$ cat src/rtl/core/circular_list_engine_core_assert.svh
// Assertion macros shared by the circular list engine RTL.
`ifndef CIRCULAR_LIST_ENGINE_CORE_ASSERT_SVH
`define CIRCULAR_LIST_ENGINE_CORE_ASSERT_SVH

`ifndef ASSERT_OFF
`define CLE_ASSERT(lbl, prop, msg) \
    lbl: assert property (@(posedge i_clk) disable iff (!i_rst_n) prop) else $error(msg);
`define CLE_ASSERT_NEVER(lbl, cond, msg) \
    lbl: assert property (@(posedge i_clk) disable iff (!i_rst_n) !(cond)) else $error(msg);
`else
`define CLE_ASSERT(lbl, prop, msg)
`define CLE_ASSERT_NEVER(lbl, cond, msg)
`endif

`endif

$ cat src/rtl/core/cle_pkg.sv
// Shared constants for the circular list engine.
`default_nettype none
package cle_pkg;

    localparam int CAPACITY = 32;
    localparam int SLOT_W   = $clog2(CAPACITY);
    localparam int COUNT_W  = $clog2(CAPACITY + 1);
    localparam int KEY_W    = 32;
    localparam int KIND_W   = 3;

    localparam logic [KIND_W-1:0] KIND_ADD    = 3'd0;
    localparam logic [KIND_W-1:0] KIND_REMOVE = 3'd1;
    localparam logic [KIND_W-1:0] KIND_SEARCH = 3'd2;
    localparam logic [KIND_W-1:0] KIND_WALK   = 3'd3;
    localparam logic [KIND_W-1:0] KIND_CLEAR  = 3'd4;

    localparam logic STATUS_OK  = 1'b0;
    localparam logic STATUS_ERR = 1'b1;

endpackage
`default_nettype wire

$ cat src/rtl/core/circular_list_engine_core.sv
// Circular doubly linked list engine: top level with node memories and sequencer.
//
// Keeps up to 32 nonzero keys in a circular doubly linked list whose key, next and
// prev fields live in synchronous memories with registered reads. One
// input word (tuser = kind, tdata = key) is taken at a time. Add passes through
// ST_ADD_A and ST_ADD_B before ST_RESP presents its result; search and remove
// follow the chain of dependent reads along the next links one node per cycle;
// walk emits count result words, one per cycle while the output is taken; clear
// and refused words go straight to ST_RESP. A new word is accepted while the
// previous result still waits in the output register.
// There is no clearing pass: the contents of unused slots are never used.
`default_nettype none
`include "circular_list_engine_core_assert.svh"
module circular_list_engine_core
    import cle_pkg::*;
(
    input  wire logic              i_clk,
    input  wire logic              i_rst_n,
    input  wire logic              i_s_tvalid,
    output logic                   o_s_tready,
    input  wire logic [31:0]       i_s_tdata,   // [31:0] key
    input  wire logic [KIND_W-1:0] i_s_tuser,   // [2:0] kind
    output logic                   o_m_tvalid,
    input  wire logic              i_m_tready,
    output logic      [39:0]       o_m_tdata,   // [31:0] item_key, [37:32] entry_count
    output logic                   o_m_tlast,   // last
    output logic      [0:0]        o_m_tuser    // [0] status
);

    typedef enum logic [4:0] {
        ST_IDLE  = 5'b00001,
        ST_SCAN  = 5'b00010,
        ST_ADD_A = 5'b00100,
        ST_ADD_B = 5'b01000,
        ST_RESP  = 5'b10000
    } t_state;

    // node memories
    logic [KEY_W-1:0]  key_mem  [CAPACITY];
    logic [SLOT_W-1:0] next_mem [CAPACITY];
    logic [SLOT_W-1:0] prev_mem [CAPACITY];

    logic [KEY_W-1:0]  r_rd_key;
    logic [SLOT_W-1:0] r_rd_next;
    logic [SLOT_W-1:0] r_rd_prev;
    logic [SLOT_W-1:0] rd_addr;

    logic              key_we;
    logic [SLOT_W-1:0] key_waddr;
    logic              next_we;
    logic [SLOT_W-1:0] next_waddr;
    logic [SLOT_W-1:0] next_wdata;
    logic              prev_we;
    logic [SLOT_W-1:0] prev_waddr;
    logic [SLOT_W-1:0] prev_wdata;

    t_state              r_state, n_state;
    logic [CAPACITY-1:0] r_used, n_used;
    logic [SLOT_W-1:0]   r_head, n_head;
    logic [COUNT_W-1:0]  r_count, n_count;
    logic [KIND_W-1:0]   r_kind, n_kind;
    logic [KEY_W-1:0]    r_key, n_key;
    logic [SLOT_W-1:0]   r_slot, n_slot;
    logic [SLOT_W-1:0]   r_idx, n_idx;
    logic [SLOT_W-1:0]   r_cur;
    logic                r_res_status, n_res_status;

    logic                r_out_valid, n_out_valid;
    logic                r_out_status, n_out_status;
    logic [KEY_W-1:0]    r_out_key, n_out_key;
    logic                r_out_last, n_out_last;
    logic [COUNT_W-1:0]  r_out_count, n_out_count;

    logic [SLOT_W-1:0]   free_slot;
    logic                in_accept;
    logic                out_free;
    logic                out_load;
    logic                walk_last;
    logic [SLOT_W-1:0]   after_slot;
    logic [SLOT_W-1:0]   link_head;

    cle_free_slot u_free_slot (
        .i_used (r_used),
        .o_slot (free_slot)
    );

    assign o_s_tready = (r_state == ST_IDLE);
    assign in_accept  = i_s_tvalid && o_s_tready;
    assign out_free   = !r_out_valid || i_m_tready;
    assign walk_last  = (COUNT_W'(r_idx) + COUNT_W'(1)) == r_count;
    assign after_slot = (r_count == '0) ? r_slot : r_rd_next;
    assign link_head  = (r_count == '0) ? r_slot : r_head;

    always_comb begin
        n_state      = r_state;
        n_used       = r_used;
        n_head       = r_head;
        n_count      = r_count;
        n_kind       = r_kind;
        n_key        = r_key;
        n_slot       = r_slot;
        n_idx        = r_idx;
        n_res_status = r_res_status;
        rd_addr      = r_cur;
        out_load     = 1'b0;
        n_out_status = r_out_status;
        n_out_key    = r_out_key;
        n_out_last   = r_out_last;
        n_out_count  = r_out_count;
        key_we       = 1'b0;
        key_waddr    = r_slot;
        next_we      = 1'b0;
        next_waddr   = r_slot;
        next_wdata   = after_slot;
        prev_we      = 1'b0;
        prev_waddr   = after_slot;
        prev_wdata   = r_slot;

        unique case (r_state)
            ST_IDLE: begin
                rd_addr = r_head;
                if (in_accept) begin
                    n_kind       = i_s_tuser;
                    n_key        = i_s_tdata;
                    n_slot       = free_slot;
                    n_idx        = '0;
                    n_res_status = STATUS_ERR;
                    n_state      = ST_RESP;
                    unique case (i_s_tuser)
                        KIND_ADD: begin
                            if (i_s_tdata != '0 && r_count != COUNT_W'(CAPACITY)) begin
                                n_state = ST_ADD_A;
                            end
                        end
                        KIND_REMOVE, KIND_SEARCH: begin
                            if (i_s_tdata != '0 && r_count != '0) begin
                                n_state = ST_SCAN;
                            end
                        end
                        KIND_WALK: begin
                            if (r_count != '0) begin
                                n_state = ST_SCAN;
                            end
                        end
                        KIND_CLEAR: begin
                            n_used       = '0;
                            n_head       = '0;
                            n_count      = '0;
                            n_res_status = STATUS_OK;
                        end
                        default: begin
                            n_res_status = STATUS_ERR;
                        end
                    endcase
                end
            end
            ST_SCAN: begin
                if (r_kind == KIND_WALK) begin
                    if (out_free) begin
                        out_load     = 1'b1;
                        n_out_status = STATUS_OK;
                        n_out_key    = r_rd_key;
                        n_out_last   = walk_last;
                        n_out_count  = r_count;
                        if (walk_last) begin
                            n_state = ST_IDLE;
                        end else begin
                            rd_addr = r_rd_next;
                            n_idx   = r_idx + SLOT_W'(1);
                        end
                    end
                end else if (r_rd_key == r_key) begin
                    n_res_status = STATUS_OK;
                    n_state      = ST_RESP;
                    if (r_kind == KIND_REMOVE) begin
                        // unlink the matched node from both neighbors
                        next_we         = 1'b1;
                        next_waddr      = r_rd_prev;
                        next_wdata      = r_rd_next;
                        prev_we         = 1'b1;
                        prev_waddr      = r_rd_next;
                        prev_wdata      = r_rd_prev;
                        n_used[r_cur]   = 1'b0;
                        n_count         = r_count - COUNT_W'(1);
                        if (r_count == COUNT_W'(1)) begin
                            n_head = '0;
                        end else if (r_cur == r_head) begin
                            n_head = r_rd_next;
                        end
                    end
                end else if (walk_last) begin
                    n_res_status = STATUS_ERR;
                    n_state      = ST_RESP;
                end else begin
                    rd_addr = r_rd_next;
                    n_idx   = r_idx + SLOT_W'(1);
                end
            end
            ST_ADD_A: begin
                // new node points at the head's old successor
                key_we     = 1'b1;
                key_waddr  = r_slot;
                next_we    = 1'b1;
                next_waddr = r_slot;
                next_wdata = after_slot;
                prev_we    = 1'b1;
                prev_waddr = after_slot;
                prev_wdata = r_slot;
                n_state    = ST_ADD_B;
            end
            ST_ADD_B: begin
                next_we        = 1'b1;
                next_waddr     = link_head;
                next_wdata     = r_slot;
                prev_we        = 1'b1;
                prev_waddr     = r_slot;
                prev_wdata     = link_head;
                n_used[r_slot] = 1'b1;
                n_count        = r_count + COUNT_W'(1);
                if (r_count == '0) begin
                    n_head = r_slot;
                end
                n_res_status   = STATUS_OK;
                n_state        = ST_RESP;
            end
            ST_RESP: begin
                if (out_free) begin
                    out_load     = 1'b1;
                    n_out_status = r_res_status;
                    n_out_key    = '0;
                    n_out_last   = 1'b1;
                    n_out_count  = r_count;
                    n_state      = ST_IDLE;
                end
            end
            default: begin
                n_state = ST_IDLE;
            end
        endcase

        if (out_load) begin
            n_out_valid = 1'b1;
        end else if (i_m_tready) begin
            n_out_valid = 1'b0;
        end else begin
            n_out_valid = r_out_valid;
        end
    end

    always_ff @(posedge i_clk) begin
        if (!i_rst_n) begin
            r_state     <= ST_IDLE;
            r_used      <= '0;
            r_head      <= '0;
            r_count     <= '0;
            r_out_valid <= 1'b0;
        end else begin
            r_state     <= n_state;
            r_used      <= n_used;
            r_head      <= n_head;
            r_count     <= n_count;
            r_out_valid <= n_out_valid;
        end
    end

    always_ff @(posedge i_clk) begin
        r_kind       <= n_kind;
        r_key        <= n_key;
        r_slot       <= n_slot;
        r_idx        <= n_idx;
        r_cur        <= rd_addr;
        r_res_status <= n_res_status;
        r_out_status <= n_out_status;
        r_out_key    <= n_out_key;
        r_out_last   <= n_out_last;
        r_out_count  <= n_out_count;
    end

    // writes finish before the next word can issue a read, so no forwarding path
    always_ff @(posedge i_clk) begin
        if (key_we) begin
            key_mem[key_waddr] <= r_key;
        end
        r_rd_key <= key_mem[rd_addr];
    end

    always_ff @(posedge i_clk) begin
        if (next_we) begin
            next_mem[next_waddr] <= next_wdata;
        end
        r_rd_next <= next_mem[rd_addr];
    end

    always_ff @(posedge i_clk) begin
        if (prev_we) begin
            prev_mem[prev_waddr] <= prev_wdata;
        end
        r_rd_prev <= prev_mem[rd_addr];
    end

    assign o_m_tvalid = r_out_valid;
    assign o_m_tdata  = {2'b00, r_out_count, r_out_key};
    assign o_m_tlast  = r_out_last;
    assign o_m_tuser  = r_out_status;

    `CLE_ASSERT(a_used_matches_count, ($countones(r_used) == 32'(r_count)), "slot mask and count disagree")
    `CLE_ASSERT(a_empty_head_zero, ((r_count == '0) |-> (r_head == '0)), "empty list with nonzero head")
    `CLE_ASSERT_NEVER(a_count_range, (r_count > COUNT_W'(CAPACITY)), "count beyond capacity")
    `CLE_ASSERT(a_accept_leaves_idle, (in_accept |=> (r_state != ST_IDLE)), "accepted word not processed")
    `CLE_ASSERT(a_midwalk_ok, ((o_m_tvalid && !o_m_tlast) |-> (o_m_tuser == STATUS_OK)), "error on non-final word")

endmodule
`default_nettype wire

$ cat src/rtl/core/cle_free_slot.sv
// Lowest free slot finder over the slot occupancy mask.
`default_nettype none
module cle_free_slot
    import cle_pkg::*;
(
    input  wire logic [CAPACITY-1:0] i_used,
    output logic      [SLOT_W-1:0]   o_slot
);

    always_comb begin
        o_slot = '0;
        // scan downward so the lowest free slot wins
        for (int i = CAPACITY - 1; i >= 0; i--) begin
            if (!i_used[i]) begin
                o_slot = SLOT_W'(i);
            end
        end
    end

endmodule
`default_nettype wire

$ cat config.mk
export PLATFORM = sky130hd
export DESIGN_NAME = circular_list_engine_core
export DESIGN_NICKNAME = d
export VERILOG_FILES = /design/src/rtl/core/cle_pkg.sv /design/src/rtl/core/circular_list_engine_core.sv /design/src/rtl/core/cle_free_slot.sv
export VERILOG_INCLUDE_DIRS = /design/src /design/src/rtl/core
export SDC_FILE = /design/constraint.sdc
export NUM_CORES = 2
export LEC_CHECK = 0
export BUFFER_PORTS_ARGS = -buffer_cell sky130_fd_sc_hd__buf_2
export CAP_MARGIN = 25
export CORE_ASPECT_RATIO = 0.9
export CORE_UTILIZATION = 45
export CTS_CLUSTER_DIAMETER = 30
export DETAILED_ROUTE_END_ITERATION = 7
export PLACE_DENSITY_LB_ADDON = 0.08
export RECOVER_POWER = 25
export SETUP_SLACK_MARGIN = 0.15
export SYNTH_ARGS = -nofsm -noshare
export SYNTH_HDL_FRONTEND = slang
export SYNTH_SLANG_ARGS = --single-unit
$ cat constraint.sdc
create_clock -name i_clk -period 4.5 [get_ports i_clk]
set_input_delay 0.9 -clock i_clk [delete_from_list [all_inputs] [get_ports i_clk]]
set_output_delay 0.9 -clock i_clk [all_outputs]
set_load 0.02 [all_outputs]
## After elaboration in Yosys (flattened, before gate mapping)

Memory sizes are Yosys's and may differ from the RTL's. A register that Yosys moved wholly into a read port is not among the register bits.
Index checks and enable logic that the tools add are counted.

| cells by class | value |
|---|---|
| $lt $le $gt $ge | 4 |
| multiplexer cells | 123 |
| reductions and logical operators | 29 |
| bitwise gates (word level) | 3 |
| eq/ne operators | 29 |
| add/sub/neg operators | 4 |

Operators with widths:

| cell | number |
|---|---|
| $mux 32 | 8 |
| $mux 5 | 50 |
| $pmux 32 s3 | 1 |
| $pmux 32 s2 | 1 |
| $mux 6 | 7 |
| $pmux 5 s2 | 4 |
| $and 32x32->32 | 1 |
| $eq 32x32->1 | 1 |
| $mux 4 | 8 |
| $not 32->32 | 1 |
| $or 32x32->32 | 1 |
| $reduce_bool 32->1 | 1 |
| $pmux 5 s3 | 2 |
| $mux 1 | 26 |
| $pmux 5 s5 | 1 |
| $pmux 6 s3 | 1 |
| $reduce_and 16->1 | 1 |
| $reduce_and 4->1 | 4 |
| $ne 3x3->1 const B | 5 |
| $lt 5x6->1 const B | 2 |
| $mux 3 | 4 |
| $ne 2x2->1 const B | 6 |
| $pmux 6 s2 | 1 |
| $demux 1 s5 | 2 |
| 35 further kinds | 53 |

| storage, ports and cells | value |
|---|---|
| word-level logic and storage cells | 214 |
| memory bits (writable) | 1344 |
| register bits after elaboration | 140 |
| bits of input ports | 39 |
| memories kept | 3 |

Memory list:

| name | words | width | rd ports | clocked after Yosys merged registers in | wr ports | line | RTL |
|---|---|---|---|---|---|---|---|
| key_mem | 32 | 32 | 1 | 1 | 1 | circular_list_engine_core.sv:39 | `logic [KEY_W-1:0] key_mem [CAPACITY];` |
| next_mem | 32 | 5 | 1 | 1 | 1 | circular_list_engine_core.sv:40 | `logic [SLOT_W-1:0] next_mem [CAPACITY];` |
| prev_mem | 32 | 5 | 1 | 1 | 1 | circular_list_engine_core.sv:41 | `logic [SLOT_W-1:0] prev_mem [CAPACITY];` |

## Logic depth before layout (Yosys ltp)

| logic depth | value |
|---|---|
| depth after elaboration | 31 |
| gate-level depth with buffers | 16 |

## Cells and area by module

A second synthesis with hierarchy kept.

| second synthesis, totals | value |
|---|---|
| cells, all modules | 4634 |
| area total of the unflattened synthesis | 60474.2 um^2 |

By module, submodules not included:

| module | cells an instance | sequential area each (um^2) | instances | area each (um^2) |
|---|---|---|---|---|
| circular_list_engine_core | 4570 | 44863.0 | 1 | 60102.6 |
| cle_free_slot | 64 | 0.0 | 1 | 371.6 |

## Least setup slack after synthesis

No wires, ideal clock.

| timing path | value |
|---|---|
| path type | reg-to-reg |
| start | reg r_key[7] |
| end | mem next_mem[28][0] (netlist bit) (enable) |
| arrival | 3.654 ns |
| stages on the path, launching flop included | 12 |
| library setup time | 0.374 ns |
| path slack | 0.473 ns |
| cells stage by stage | edfxtp_1 xnor2_1 nand4_1 nor4_2 nand2_1 or4_1 buf_2 nor2_1 a311o_1 clkbuf_1 nand4_1 nor3_1 |

| on the way | value |
|---|---|
| elaborated cells on any way between the ends | 9 |

RTL lines:

| item | line | RTL |
|---|---|---|
| start, declared | circular_list_engine_core.sv:62 | `logic [KEY_W-1:0] r_key, n_key;` |
| start signal, assigned | circular_list_engine_core.sv:268 | `r_key <= n_key;` |
| $eq 32x32->1 | circular_list_engine_core.sv:172 | `end else if (r_rd_key == r_key) begin` |
| $mux 5 | circular_list_engine_core.sv:172 |  |
| $mux 5 | circular_list_engine_core.sv:158 | `if (r_kind == KIND_WALK) begin` |
| $pmux 5 s2 | circular_list_engine_core.sv:119 | `unique case (r_state)` |
| net next_waddr[3] | circular_list_engine_core.sv:51 | `logic [SLOT_W-1:0] next_waddr;` |
| end, declared | circular_list_engine_core.sv:40 |  |

The timed path passes the listed nets, and every way through them passes these cells.

## Final worst setup path

| timing path | value |
|---|---|
| start | reg r_key[4] |
| end | mem prev_mem[2][2] (netlist bit) (enable) |

| on the way | value |
|---|---|
| cells in the longest elaborated chain, start to end | 6 |
| elaborated cells on any way between the ends | 9 |

RTL lines:

| item | line | RTL |
|---|---|---|
| $eq 32x32->1 (*) | circular_list_engine_core.sv:172 |  |
| $mux 1 | circular_list_engine_core.sv:172 |  |
| $mux 1 | circular_list_engine_core.sv:158 |  |
| $pmux 1 s2 | circular_list_engine_core.sv:119 |  |
| $mux 1 | circular_list_engine_core.sv:295 | `if (prev_we) begin` |
| $mux 1 (implied by the code) | circular_list_engine_core.sv:296 | `prev_mem[prev_waddr] <= prev_wdata;` |
| end, declared | circular_list_engine_core.sv:41 |  |

Every way passes the cells marked *; elsewhere a longest branch is shown, timed or not.

==> summary.txt <==
Run status
  – Status: finished, violations left
  – Failing checks: max-capacitance violations, max-slew violations

Route
  – # DRC: 0
  – Post-route ant nets: 0
  – Vias: 39160
  – DRT Pass-1 Iters: 7
  – Avg WL per Cell: 27.33 um
  – Via/cell ratio: 5.811
  – First-iteration detailed-routing DRC count: 4150
  – Routed Wire Length: 184.2 mm

Worst hold path
  – Worst Hold Depth: 1
  – Hold crit path type: in2reg

Global routing
  – Grt ovf: 0
  – Number of global-route vias before repair: 37700
  – First-pass GRT wire length: 264.6 mm
  – Initial antenna violation count: 9
  – Largest net degree at the start of global routing: 122
  – Total GRT Usage: 27.04%

Setup path
  – Crit-path cells: xnor2_1 > nand4_1 > nor4_4 > nand2_1 > or4_1 > buf_4 > a21oi_1 > mux2i_1 > nor2b_1 > nand2_1 > nor2_1
  – CP max-delay cell: nor2_1
  – Critical path's top delay family: simple AND/OR/NAND/NOR gates
  – WS Path Type: reg2reg
  – Worst Path Max Fanout: 12
  – Path depth of the worst reg2reg path: 11
  – CP peak stage delay: 0.49 ns
  – Endpoint type of the worst setup path: flop
  – Most common cell on crit path: nand2_1
  – Instance count on the critical path: 11
  – WP data arrival: 4.82 ns
  – Startpoint Class: flop
  – CP bufs+invs: 1
  – Crit path required time: 5.02 ns

Logic synthesis
  – Post-synthesis sequential area ratio: 74.45%
  – Post-synth top area cell: edfxtp_1
  – Most frequent cells after synthesis: edfxtp_1, nand2_1, nand3_1
  – Synth Register Bits: 1526
  – Post-synth top area share: 71.26%
  – Syn Area/Cell: 13.72 um2
  – YS warnings: 0
  – Post-synth ARST share: 0%
  – Library cells used by synthesis: 68
  – Post-Syn Area: 0.06026 mm2
  – EDFF count, synth: 1430
  – Top_reg_cell synth: edfxtp_1
  – Cells after synthesis: 4393
  – Most common cell in the netlist: edfxtp_1
  – Ranking of synthesized cells by area: edfxtp_1, nand2_1, dfxtp_1

Clock network
  – H-Tree Depth: 5
  – Post-CTS Hold Buffers: 0
  – TritonCTS Buffers: 325
  – CTS tree: done
  – Clock transition at the registers of the reported paths: 0.05 ns
  – # clock sinks: 1526
  – Max Root-Sink Buffers: 4
  – CTS Root Cell: clkbuf_16
  – Clock Latency Late Sink: 0.89 ns

Power and ir drop
  – Switching Share: 30.30%
  – Maximum vdd drop: 0.4298 mV
  – NetSw: 15.81 mW
  – Sequential power share: 32.4%
  – Clk pwr share: 45.2%
  – Power density over cell area: 695.6 mW/mm2
  – P_leak: 26.03 nW
  – Combinational share of power: 22.4%
  – Internal power: 36.35 mW

Cells and area
  – Area Growth Syn to Fin: 24.44%
  – Layout cell share with drive strength beyond 1: 16.69%
  – Final Instance Area: 0.07498 mm2
  – Final Non-Filler Cells: 6739
  – Number of fill cells in the layout: 10590
  – Final Net Count: 4813

Floorplanning
  – Die X: 387.7 um
  – Initial Util: 45.66%
  – Chip Height: 349.2 um
  – Die Area: 0.1354 mm2
  – Core Area: 0.1320 mm2
  – Boundary Pins: 83
  – Rows: 126

Placement
  – HPWL after DPL: 102.3 mm
  – Placer Congestion: 0.8579
  – PortBufs: 80
  – DP Area: 0.06410 mm2
  – Placed Cells: 6164

Timing
  – Final Hold Fails: 0
  – Final setup fails: 0
  – Fin. max-slew vios: 132
  – Slew HR: -8.690%
  – Final Cycle Share: 95.45%
  – Clock Skews: 0.05748 ns
  – Total negative slack: 0 ns
  – Post-layout min period: 4.295 ns
  – Worst Tran Pin Value: 1.630 ns
  – RSZ-0062 raised after global routing: true
  – F_max: 232.8 MHz

Run
  – MaxCap Viol Count: 6
-- cell families after synthesis --
kind of cell,after synthesis,synth area share (%)
xor+xnor,46,0.6686
fa+ha+maj,6,0.1204
compound gates,353,4.413
other cells,1,0.006223
simple gates,1981,14.73
mux,181,3.011
buf+inv,299,2.602
flops,1526,74.45
-- layout make-up --
class                           instances  area, um2  area share, %
Antenna cell                            1      2.502       0.003337
Clock buffer                          381       8592          11.46
Clock inverter                        187       2261          3.015
Inverter                               30      128.9         0.1719
Multi-Input combinational cell       2569      14190          18.93
Sequential cell                      1526      44860          59.83
Tap cell                             1728       2162          2.884
Timing Repair Buffer                  317       2776          3.703
-- what timing repair did --
action / CTS / global route
endpoints found under the hold margin: 0 / 0
setup endpoints to repair: 60 / 134
pin swaps: 0 / 2
gates resized for setup: 2 / 20
buffers inserted: 0 / 4
cloned: 0 / 2
-- stage by stage --
step | hold WS (ns) | util, % | power (mW) | worst slack [ns]
3_3_place_gp | 0.4958 | 48.58 | 28.62 | 0.1490
5_1_grt | 0.3073 | 56.82 | 53.91 | 0.04800
3_5_place_dp | 0.5010 | 48.58 | 28.61 | 0.09252
2_1_floorplan | 0.4029 | - | 23.99 | 0.4725
6_report | 0.3510 | 56.82 | 52.16 | 0.2049
4_1_cts | 0.2183 | 56.81 | 52.22 | 0.1513
-- layout by cell type (no fill, tap or decap), types with 7 or more instances in the layout --
cell type / Yosys / routed
nor2_4: 0 / 36
and3_1: 11 / 11
buf_2: 143 / 45
a31oi_1: 8 / 8
nand3b_1: 9 / 9
inv_6: 0 / 13
dfxtp_1: 96 / 96
buf_12: 0 / 53
nand2b_1: 9 / 9
nor4_1: 12 / 12
mux2i_1: 179 / 179
clkinv_1: 1 / 28
clkbuf_8: 0 / 10
bufinv_16: 0 / 46
clkbuf_1: 66 / 100
clkbuf_16: 0 / 334
edfxtp_1: 1430 / 1430
xnor2_1: 39 / 39
clkinvlp_4: 0 / 27
nor2_1: 145 / 90
clkinv_4: 0 / 18
a32oi_1: 169 / 169
nor2b_1: 15 / 13
a21oi_1: 54 / 54
a21boi_0: 35 / 35
xor2_1: 7 / 7
or3_1: 8 / 7
nand4_1: 230 / 230
o21ai_0: 48 / 48
and2_1: 42 / 39
nand2_1: 1102 / 1102
clkinv_2: 0 / 53
nand3_1: 361 / 361
nor2_2: 0 / 19
inv_1: 28 / 27
nor3_1: 13 / 13
buf_4: 29 / 154
-- worst paths after layout --
path	endpoint	slack [ns]	from
worst max-delay path	prev_mem[2][2]$_DFFE_PP_	0.20	r_key[4]$_DFFE_PP_
worst min-delay path	r_key[26]$_DFFE_PP_	0.35	i_s_tdata[26]
worst max register to register	prev_mem[2][2]$_DFFE_PP_	0.20	r_key[4]$_DFFE_PP_
worst min register to register	r_used[26]$_SDFFE_PN0P_	0.51	r_used[26]$_SDFFE_PN0P_
-- power by group through the flow --
stage / Combinational (mW) / Sequential, mW / Clock, mW
final: 11.7 / 16.9 / 23.6
after global routing: 12.5 / 16.9 / 24.5
after CTS: 11.6 / 16.9 / 23.8
after detailed placement: 11.5 / 17.1 / 0
after global placement: 11.5 / 17.1 / 0
after floorplan: 6.83 / 17.2 / 0
-- per-layer routing --
layer | global-route usage, % | routed length, um
met5 | 0 | 0
met3 | 4.989 | 15120
met1 | 40.61 | 83450
met2 | 40.24 | 82010
met4 | 7.240 | 3586
-- flip-flops by register name, indices dropped and copies added (netlist names), 6 cells and up --
| name | cells |
|---|---|
| r_key | 32 |
| r_out_count | 6 |
| r_used | 32 |
| next_mem | 160 |
| r_rd_key | 32 |
| prev_mem | 160 |
| r_out_key | 32 |
| key_mem | 1024 |
| r_count | 6 |
No activity file was read; power rests on OpenSTA's default activity.
